<file path="src/hdl/ptst_pkg.sv">
// ptst_pkg: types, codes and constants of the periodic task slot timer
// no dependencies
package ptst_pkg;

  localparam int SLOTS_DEF   = 16;
  localparam int MAX_FIRES   = 16;
  localparam int FIRE_W      = $clog2(MAX_FIRES + 1);
  localparam int IN_TDATA_W  = 56;
  localparam int OUT_TDATA_W = 72;

  typedef enum logic [2:0] {
    K_TICK        = 3'd0,
    K_REGISTER    = 3'd1,
    K_DROP_HANDLE = 3'd2,
    K_DROP_SLOT   = 3'd3,
    K_RESET_TICKS = 3'd4,
    K_SET_PERIOD  = 3'd5,
    K_TRIGGER     = 3'd6,
    K_PROCESS     = 3'd7
  } kind_t;

  typedef enum logic [1:0] {
    ST_OK        = 2'd0,
    ST_NOT_FOUND = 2'd1,
    ST_FULL      = 2'd2
  } status_t;

  typedef struct packed {
    logic [15:0] handle;
    logic [15:0] ctx;
    logic [15:0] period;
    logic [15:0] ticks;
  } slot_entry_t;

  typedef struct packed {
    logic        fire;
    logic [3:0]  slot;
    logic [15:0] handle;
    logic [15:0] ctx;
    status_t     status;
  } res_t;

  typedef struct packed {
    logic we;
    logic clr;
    logic re;
  } mem_ctl_t;

endpackage

</file>
<file path="src/hdl/ptst_slot_mem.sv">
// ptst_slot_mem: slot table memory, one write and one registered read port
// entries carry valid bits so that a slot never written or dropped reads as zero; uses ptst_pkg
module ptst_slot_mem #(
  parameter int SLOTS  = ptst_pkg::SLOTS_DEF,
  parameter int SLOT_W = (SLOTS > 1) ? $clog2(SLOTS) : 1
) (
  input  logic                  clk,
  input  logic                  rst_n,
  input  ptst_pkg::mem_ctl_t    ctl,
  input  logic [SLOT_W-1:0]     waddr,
  input  ptst_pkg::slot_entry_t wdata,
  input  logic [SLOT_W-1:0]     raddr,
  output ptst_pkg::slot_entry_t rdata
);
  import ptst_pkg::*;

  slot_entry_t           mem_q [SLOTS];
  logic [SLOTS-1:0]      vld_r;
  slot_entry_t           rd_q;
  logic                  rd_vld_r;

  always_ff @(posedge clk) begin
    if (ctl.we) begin
      mem_q[waddr] <= wdata;
    end
    if (ctl.re) begin
      rd_q <= mem_q[raddr];
    end
  end

  always_ff @(posedge clk) begin
    if (!rst_n) begin
      vld_r    <= '0;
      rd_vld_r <= 1'b0;
    end else begin
      if (ctl.re) begin
        rd_vld_r <= vld_r[raddr];
      end
      if (ctl.we) begin
        vld_r[waddr] <= 1'b1;
      end else if (ctl.clr) begin
        vld_r[waddr] <= 1'b0;
      end
    end
  end

  assign rdata = rd_vld_r ? rd_q : '0;

endmodule

</file>
<file path="src/hdl/periodic_task_slot_timer.sv">
// periodic_task_slot_timer: top level, command sequencer around the slot table
// uses ptst_pkg and ptst_slot_mem
//
// usage
// - one request on the in_ channel is one command: tick, register, drop by handle,
//   drop by slot, reset ticks, set interval, trigger or process (kind on in_tuser)
// - every request gives one or more results on the out_ channel, the final one with
//   out_tlast; out_tuser flags a fire, otherwise the result carries a status
// - tick, drop by handle and process walk the registered slots, one slot per cycle
//   through the table memory read port, unless a process walk stalls on its output;
//   drop by handle stops at its match
// - trigger, reset ticks and set interval read one slot; register and drop by slot
//   read none
// - a walk that finds due slots holds each fire until the next one is found, so the
//   last fire can carry out_tlast
// - a stalled receiver stalls the walk only when a second fire must go out; the output
//   register lets the next request in while the last result waits
// - reset empties the table through per slot valid bits and clears the millisecond
//   count; no clearing pass, the first request is taken right after reset
module periodic_task_slot_timer #(
  parameter int SLOTS = ptst_pkg::SLOTS_DEF
) (
  input  logic                                clk,
  input  logic                                rst_n,
  input  logic                                in_tvalid,
  output logic                                in_tready,
  // slot_id[3:0], handle[19:4], context_req[35:20], period[51:36], zero pad
  input  logic [ptst_pkg::IN_TDATA_W-1:0]     in_tdata,
  // kind[2:0]
  input  logic [2:0]                          in_tuser,
  output logic                                out_tvalid,
  input  logic                                out_tready,
  // out_slot[3:0], out_handle[19:4], out_context[35:20], status[37:36],
  // now_ms[69:38], zero pad
  output logic [ptst_pkg::OUT_TDATA_W-1:0]    out_tdata,
  // fire[0]
  output logic [0:0]                          out_tuser,
  output logic                                out_tlast
);
  import ptst_pkg::*;

  localparam int SLOT_W = (SLOTS > 1) ? $clog2(SLOTS) : 1;
  localparam int CNT_W  = $clog2(SLOTS + 1);

  typedef enum logic [2:0] {
    S_IDLE = 3'b001,
    S_SCAN = 3'b010,
    S_DONE = 3'b100
  } state_t;

  state_t                  state_r, state_nxt;
  logic [CNT_W-1:0]        cnt_r, cnt_nxt;
  logic [31:0]             millis_r, millis_nxt;
  res_t                    res_r, res_nxt;
  logic                    res_vld_r, res_vld_nxt;
  logic [FIRE_W-1:0]       fire_cnt_r, fire_cnt_nxt;
  logic [SLOT_W-1:0]       eval_idx_r, eval_idx_nxt;
  logic [SLOT_W-1:0]       end_idx_r, end_idx_nxt;
  kind_t                   cmd_kind_r, cmd_kind_nxt;
  logic [15:0]             cmd_handle_r, cmd_handle_nxt;
  logic [15:0]             cmd_period_r, cmd_period_nxt;
  logic                    out_valid_r, out_valid_nxt;
  logic [OUT_TDATA_W-1:0]  out_data_r, out_data_nxt;
  logic                    out_fire_r, out_fire_nxt;
  logic                    out_last_r, out_last_nxt;

  kind_t                   in_kind;
  logic [3:0]              in_sid;
  logic [15:0]             in_handle;
  logic [15:0]             in_ctx;
  logic [15:0]             in_period;
  logic                    sid_ok;
  logic [SLOT_W-1:0]       sid_idx;

  mem_ctl_t                ctl;
  logic [SLOT_W-1:0]       waddr;
  logic [SLOT_W-1:0]       raddr;
  slot_entry_t             wdata;
  slot_entry_t             ent;

  logic                    out_free;
  logic                    push;
  res_t                    push_res;
  logic                    push_last;
  logic                    act;
  logic                    stall;
  logic                    stop;

  assign in_kind   = kind_t'(in_tuser);
  assign in_sid    = in_tdata[3:0];
  assign in_handle = in_tdata[19:4];
  assign in_ctx    = in_tdata[35:20];
  assign in_period = in_tdata[51:36];
  assign sid_ok    = 32'(in_sid) < SLOTS;
  assign sid_idx   = SLOT_W'(in_sid);

  assign in_tready = (state_r == S_IDLE);
  assign out_free  = !out_valid_r || out_tready;
  assign act       = (ent.handle != 16'd0);

  ptst_slot_mem #(
    .SLOTS  (SLOTS),
    .SLOT_W (SLOT_W)
  ) u_mem (
    .clk   (clk),
    .rst_n (rst_n),
    .ctl   (ctl),
    .waddr (waddr),
    .wdata (wdata),
    .raddr (raddr),
    .rdata (ent)
  );

  always_comb begin
    state_nxt      = state_r;
    cnt_nxt        = cnt_r;
    millis_nxt     = millis_r;
    res_nxt        = res_r;
    res_vld_nxt    = res_vld_r;
    fire_cnt_nxt   = fire_cnt_r;
    eval_idx_nxt   = eval_idx_r;
    end_idx_nxt    = end_idx_r;
    cmd_kind_nxt   = cmd_kind_r;
    cmd_handle_nxt = cmd_handle_r;
    cmd_period_nxt = cmd_period_r;
    ctl            = '0;
    waddr          = eval_idx_r;
    raddr          = eval_idx_r;
    wdata          = ent;
    push           = 1'b0;
    push_res       = res_r;
    push_last      = 1'b0;
    stall          = 1'b0;
    stop           = 1'b0;

    unique case (state_r)
      S_IDLE: begin
        if (in_tvalid) begin
          cmd_kind_nxt   = in_kind;
          cmd_handle_nxt = in_handle;
          cmd_period_nxt = in_period;
          res_nxt        = '0;
          res_vld_nxt    = 1'b0;
          fire_cnt_nxt   = '0;
          state_nxt      = S_DONE;
          unique case (in_kind)
            K_TICK, K_DROP_HANDLE, K_PROCESS: begin
              if (in_kind == K_TICK) begin
                millis_nxt = millis_r + 32'd1;
              end
              if (in_kind == K_DROP_HANDLE) begin
                res_nxt.status = ST_NOT_FOUND;
              end
              if (cnt_r != '0) begin
                ctl.re       = 1'b1;
                raddr        = '0;
                eval_idx_nxt = '0;
                end_idx_nxt  = SLOT_W'(cnt_r - CNT_W'(1));
                state_nxt    = S_SCAN;
              end
            end
            K_REGISTER: begin
              if (cnt_r == CNT_W'(SLOTS)) begin
                res_nxt.status = ST_FULL;
              end else begin
                ctl.we       = 1'b1;
                waddr        = cnt_r[SLOT_W-1:0];
                wdata        = '{handle: in_handle, ctx: in_ctx, period: in_period,
                                 ticks: 16'd0};
                res_nxt.slot = 4'(cnt_r);
                cnt_nxt      = cnt_r + CNT_W'(1);
              end
            end
            K_DROP_SLOT: begin
              if (sid_ok) begin
                ctl.clr = 1'b1;
                waddr   = sid_idx;
              end
            end
            default: begin
              if (sid_ok) begin
                ctl.re       = 1'b1;
                raddr        = sid_idx;
                eval_idx_nxt = sid_idx;
                end_idx_nxt  = sid_idx;
                state_nxt    = S_SCAN;
              end
            end
          endcase
        end
      end

      S_SCAN: begin
        unique case (cmd_kind_r)
          K_TICK: begin
            if (act && ent.ticks != 16'hFFFF) begin
              ctl.we      = 1'b1;
              wdata.ticks = ent.ticks + 16'd1;
            end
          end
          K_DROP_HANDLE: begin
            if (ent.handle == cmd_handle_r) begin
              ctl.clr        = 1'b1;
              res_nxt.slot   = 4'(eval_idx_r);
              res_nxt.status = ST_OK;
              stop           = 1'b1;
            end
          end
          K_RESET_TICKS: begin
            if (act) begin
              ctl.we      = 1'b1;
              wdata.ticks = 16'd0;
            end
          end
          K_SET_PERIOD: begin
            if (act) begin
              ctl.we       = 1'b1;
              wdata.period = cmd_period_r;
            end
          end
          K_TRIGGER, K_PROCESS: begin
            if (act && (cmd_kind_r == K_TRIGGER || ent.ticks >= ent.period)) begin
              if (res_vld_r && !out_free) begin
                stall = 1'b1;
              end else begin
                push         = res_vld_r;
                res_nxt      = '{fire: 1'b1, slot: 4'(eval_idx_r), handle: ent.handle,
                                 ctx: ent.ctx, status: ST_OK};
                res_vld_nxt  = 1'b1;
                ctl.we       = 1'b1;
                wdata.ticks  = 16'd0;
                fire_cnt_nxt = fire_cnt_r + FIRE_W'(1);
                stop         = (fire_cnt_r == FIRE_W'(MAX_FIRES - 1));
              end
            end
          end
          default: begin
          end
        endcase
        if (!stall) begin
          if (stop || eval_idx_r == end_idx_r) begin
            state_nxt = S_DONE;
          end else begin
            ctl.re       = 1'b1;
            raddr        = eval_idx_r + SLOT_W'(1);
            eval_idx_nxt = eval_idx_r + SLOT_W'(1);
          end
        end
      end

      S_DONE: begin
        if (out_free) begin
          push        = 1'b1;
          push_last   = 1'b1;
          res_vld_nxt = 1'b0;
          state_nxt   = S_IDLE;
        end
      end

      default: begin
        state_nxt = S_IDLE;
      end
    endcase
  end

  always_comb begin
    out_valid_nxt = out_valid_r;
    out_data_nxt  = out_data_r;
    out_fire_nxt  = out_fire_r;
    out_last_nxt  = out_last_r;
    if (push) begin
      out_valid_nxt = 1'b1;
      out_data_nxt  = {2'b00, millis_r, push_res.status, push_res.ctx, push_res.handle,
                       push_res.slot};
      out_fire_nxt  = push_res.fire;
      out_last_nxt  = push_last;
    end else if (out_tready) begin
      out_valid_nxt = 1'b0;
    end
  end

  always_ff @(posedge clk) begin
    if (!rst_n) begin
      state_r     <= S_IDLE;
      cnt_r       <= '0;
      millis_r    <= '0;
      res_vld_r   <= 1'b0;
      out_valid_r <= 1'b0;
    end else begin
      state_r     <= state_nxt;
      cnt_r       <= cnt_nxt;
      millis_r    <= millis_nxt;
      res_vld_r   <= res_vld_nxt;
      out_valid_r <= out_valid_nxt;
    end
  end

  always_ff @(posedge clk) begin
    res_r        <= res_nxt;
    fire_cnt_r   <= fire_cnt_nxt;
    eval_idx_r   <= eval_idx_nxt;
    end_idx_r    <= end_idx_nxt;
    cmd_kind_r   <= cmd_kind_nxt;
    cmd_handle_r <= cmd_handle_nxt;
    cmd_period_r <= cmd_period_nxt;
    out_data_r   <= out_data_nxt;
    out_fire_r   <= out_fire_nxt;
    out_last_r   <= out_last_nxt;
  end

  assign out_tvalid   = out_valid_r;
  assign out_tdata    = out_data_r;
  assign out_tuser[0] = out_fire_r;
  assign out_tlast    = out_last_r;

endmodule

</file>
<file path="config.mk">
export PLATFORM = sky130hd
export DESIGN_NAME = periodic_task_slot_timer
export DESIGN_NICKNAME = d
export VERILOG_FILES = /design/src/hdl/ptst_pkg.sv /design/src/hdl/ptst_slot_mem.sv /design/src/hdl/periodic_task_slot_timer.sv
export SDC_FILE = /design/constraint.sdc
export NUM_CORES = 2
export LEC_CHECK = 0
export BUFFER_PORTS_ARGS = -buffer_cell sky130_fd_sc_hd__buf_4
export CORE_MARGIN = 4
export CORE_UTILIZATION = 39
export DETAILED_ROUTE_END_ITERATION = 8
export SYNTH_ARGS = -nofsm -noshare
export SYNTH_HDL_FRONTEND = slang
export SYNTH_SLANG_ARGS = --single-unit
</file>
<file path="constraint.sdc">
create_clock -name clk -period 17.4 [get_ports clk]
set_input_delay 2.61 -clock clk [delete_from_list [all_inputs] [get_ports clk]]
set_output_delay 2.61 -clock clk [all_outputs]
set_load 0.03 [all_outputs]
</file>
==> metrics.cfg <==
[grt]
grt_pass1_wl_mm = 186
grt_usage_pct = 17.3
overflow = 0
antenna_found_initial = 5
grt_pass1_vias = 28122
grt_max_degree = 124

[routing]
drt_iter0_markers = 2272
drtPass1Iterations = 5
routed_wl_mm = 127
wire_per_inst_microns = 23.5
drc = 0
detail-route-antenna-nets = 0
routed_via_density = 5.30
vias = 28583

[worst_hold_path]
hold_path_end = out_tdata[28]
min_path_cells = 0
hp-start = push_res[10]
hold_class = flop to flop

[sta]
hold_ws_ns = 0.412
rsz0062_at_grt = no
hold_violations = 0
fin_skew_ns = 0.0262
relSlewSlack_pct = 15.5
post-route-min-period_ns = 7.67
fmax_mhz = 130
setup_tns_ns = 0
drv_slew = 0
setup_viol_count_final = 0
setup_ws_ns = 9.73
min_period_over_period_pct = 44.1
tightest_slew_ns = 1.27

[place]
port_buffers = 132
routabilityCongestion = 0.801
hpwl_mm = 67.5
dp_slack_ns = 8.97

[clock_network]
clockBufferDepth = 3
cts_buffers = 138
clock-root-buffer = clkbuf_16
cts.repair.resized = 0
postCtsHoldBufs = 0
insertion_delay_ns = 0.76
tritoncts = done
htree_levels = 4
clock-sinks = 1306
postCtsSetupRepairBufs = 0
cts.clk_slew.worst_paths_ns = 0.06

[logic_synthesis]
synth_edf_count = 1243
yosys.area.top_type_share_pct = 69.1
synth_area_sq_um = 54000
synth_area_leader_cell = edfxtp_1
async_reset_ff_share_pct = 0
syn_avg_cell_area_sq_um = 16.5
ys_seq_elements = 1306
synthCells = 3279
yosysSeqAreaShare_pct = 71.4
ys_types = 74
synth-main-ff-cell = edfxtp_1
synthTopCellsByArea = edfxtp_1 69%, mux2i_1 18%, dfxtp_1 2.3%
ys_warn_count = 0

[final_layout]
utilization_pct = 44.8
synthToLayoutAreaGrowth_pct = 13.9
drive_gt1_share_pct = 13.1
nNetsFinal = 3582

[critical_path]
worstPathRequired_ns = 17.87
path_buf_inv = 7
r2r_slack_ns = 9.98
path_max_fanout = 49
cpMostUsedCell = buf_4
start_kind = primary input
reg2regPathDepth = 16
worstPathCellList = buf_4 > nand4bb_1 > inv_2 > buf_4 > nand2_1 > inv_2 > nand2_1 > nand2_1 > o21ai_0 > o41ai_1 > nand2b_4 > buf_4 > buf_4 > buf_4 > mux2i_1 > mux2i_1 > mux2i_1 > mux2i_1
r2r_start = u_mem.rd_vld_r
max_stage_delay_ns = 0.83
critPathSlowestCell = buf_4
crit_type = primary input to flop
critPathCaptureType = flop
timing.rr.end = u_mem.rd_q[25]
path_delay_family = buffers and inverters
arrival_ns = 8.14

[power]
power_density_nw_per_um2 = 152
p_leak_nw = 22.7
ir_drop_uv = 287

[floorplan]
fp.dieH_microns = 380
dieArea_sq_um = 145000
core_area_sq_um = 137000
rows = 136
die_w_microns = 380
start_util_pct = 39.3
io_pins = 139

[run_status]
status = finished, final reports clean

[job]
cap_violations = 0

layout by cell type (no fill, tap or decap), drive strengths merged, types with 6 or more instances in the layout:
| cell | count |
|---|---|
| edfxtp | 1243 |
| mux2i | 971 |
| buf | 239 |
| clkbuf | 167 |
| nand2 | 164 |
| nor2 | 108 |
| o21ai | 78 |
| dfxtp | 63 |
| nand3 | 54 |
| a21oi | 52 |
| clkinv | 52 |
| nor3 | 41 |
| inv | 40 |
| and3 | 32 |
| xor2 | 25 |
| a22oi | 25 |
| xnor2 | 23 |
| ha | 23 |
| and2 | 18 |
| nand4 | 17 |
| a31oi | 17 |
| o22ai | 11 |
| nand2b | 11 |
| nor4 | 11 |
| bufinv | 10 |
| and4 | 8 |
| a21o | 7 |
| o31ai | 7 |
| nor2b | 6 |
| or3 | 6 |
| o21a | 6 |
| nor4bb | 6 |
sequential cells by signal (all words and copies together), names as in the netlist, 3 cells and up, named ones only:
| signal | flops |
|---|---|
| millis_r | 32 |
| cmd_kind_r | 3 |
| cmd_handle_r | 16 |
| eval_idx_r | 4 |
| out_tdata | 70 |
| cnt_r | 5 |
| state_r | 3 |
| push_res | 39 |
| u_mem.mem_q | 1024 |
| u_mem.rd_q | 64 |
| end_idx_r | 4 |
| cmd_period_r | 16 |
| fire_cnt_r | 5 |
metrics by stage:
stage / cell area, sq um / std cells / power [W]
CTS: 61500 / 5389 / 0.00941
floorplan: 54000 / 3280 / 0.00594
global route: 61500 / 5389 / 0.00973
finish: 61500 / 5390 / 0.00933
detailed placement: 57300 / 5150 / 0.00660
global placement: 57300 / 5150 / 0.00656
cell usage after synthesis, drive strengths merged, types with 7 or more instances:
library cell,count
edfxtp,1243
mux2i,971
nand2,164
buf,112
nor2,108
o21ai,78
dfxtp,63
nand3,54
a21oi,52
clkbuf,51
nor3,41
and3,32
inv,27
a22oi,25
xor2,25
ha,23
xnor2,23
and2,18
a31oi,17
nand4,17
nand2b,11
nor4,11
o22ai,11
and4,8
a21o,7
o31ai,7
cells by family (layout without fill, tap and decap cells):
kind of cell	count (synthesis)	after routing	synth area share, %
DFF	1306	1306	71.4
muxes	972	972	18.0
and+or+nand+nor	499	499	4.51
AOI/OAI and AO/OA	236	236	2.71
buffers and inverters	194	509	2.02
xor gates and xnor gates	48	48	0.778
adders and majority gates	23	23	0.533
other	1	3	0.00694
report_power, final:
group          switching (W)  internal [W]
Clock                0.00120       0.00162
Sequential          0.000103       0.00373
Combinational        0.00159       0.00109
layout make-up:
cell class	instances	area, sq um
diodes	1	2.50
clock buffers	167	3580
clock inverters	72	707
fillers	11917	75900
inverters	31	146
multi-input cells	1780	14500
flip-flops and latches	1306	38600
well taps	1794	2240
repair buffers	239	1810
routing by layer:
| layer | wire, microns | GRT usage [%] | up-vias |
|---|---|---|---|
| li1 | - | - | 13127 |
| met1 | 58600 | 24.8 | 14396 |
| met2 | 58100 | 27.1 | 863 |
| met3 | 7180 | 2.93 | 197 |
| met4 | 3060 | 5.19 | 0 |
| met5 | 0 | 0 | - |
worst max path at each step:
stage	from	end	cells past startpoint
floorplan	in_tvalid	flop	9
global placement	in_tvalid	u_mem.rd_q[25]	18
detailed placement	in_tvalid	u_mem.rd_q[25]	18
CTS	in_tvalid	u_mem.rd_q[25]	18
global route	in_tvalid	u_mem.rd_q[32]	18
finish	in_tvalid	u_mem.rd_q[25]	18
worst reg2reg max path, cell delays in order (launching register included):
cell	delay [ns]
dfxtp_4	0.80
nand2_1	0.42
ha_1	0.42
nand2_1	0.07
o21a_1	0.19
o31ai_1	0.85
a221oi_1	0.16
and3_1	0.26
o41ai_1	0.25
nand2b_4	0.61
buf_4	0.85
buf_4	0.85
buf_4	0.72
mux2i_1	0.28
mux2i_1	0.09
mux2i_1	0.21
mux2i_1	0.11
Power figures use the tool's default switching activity.
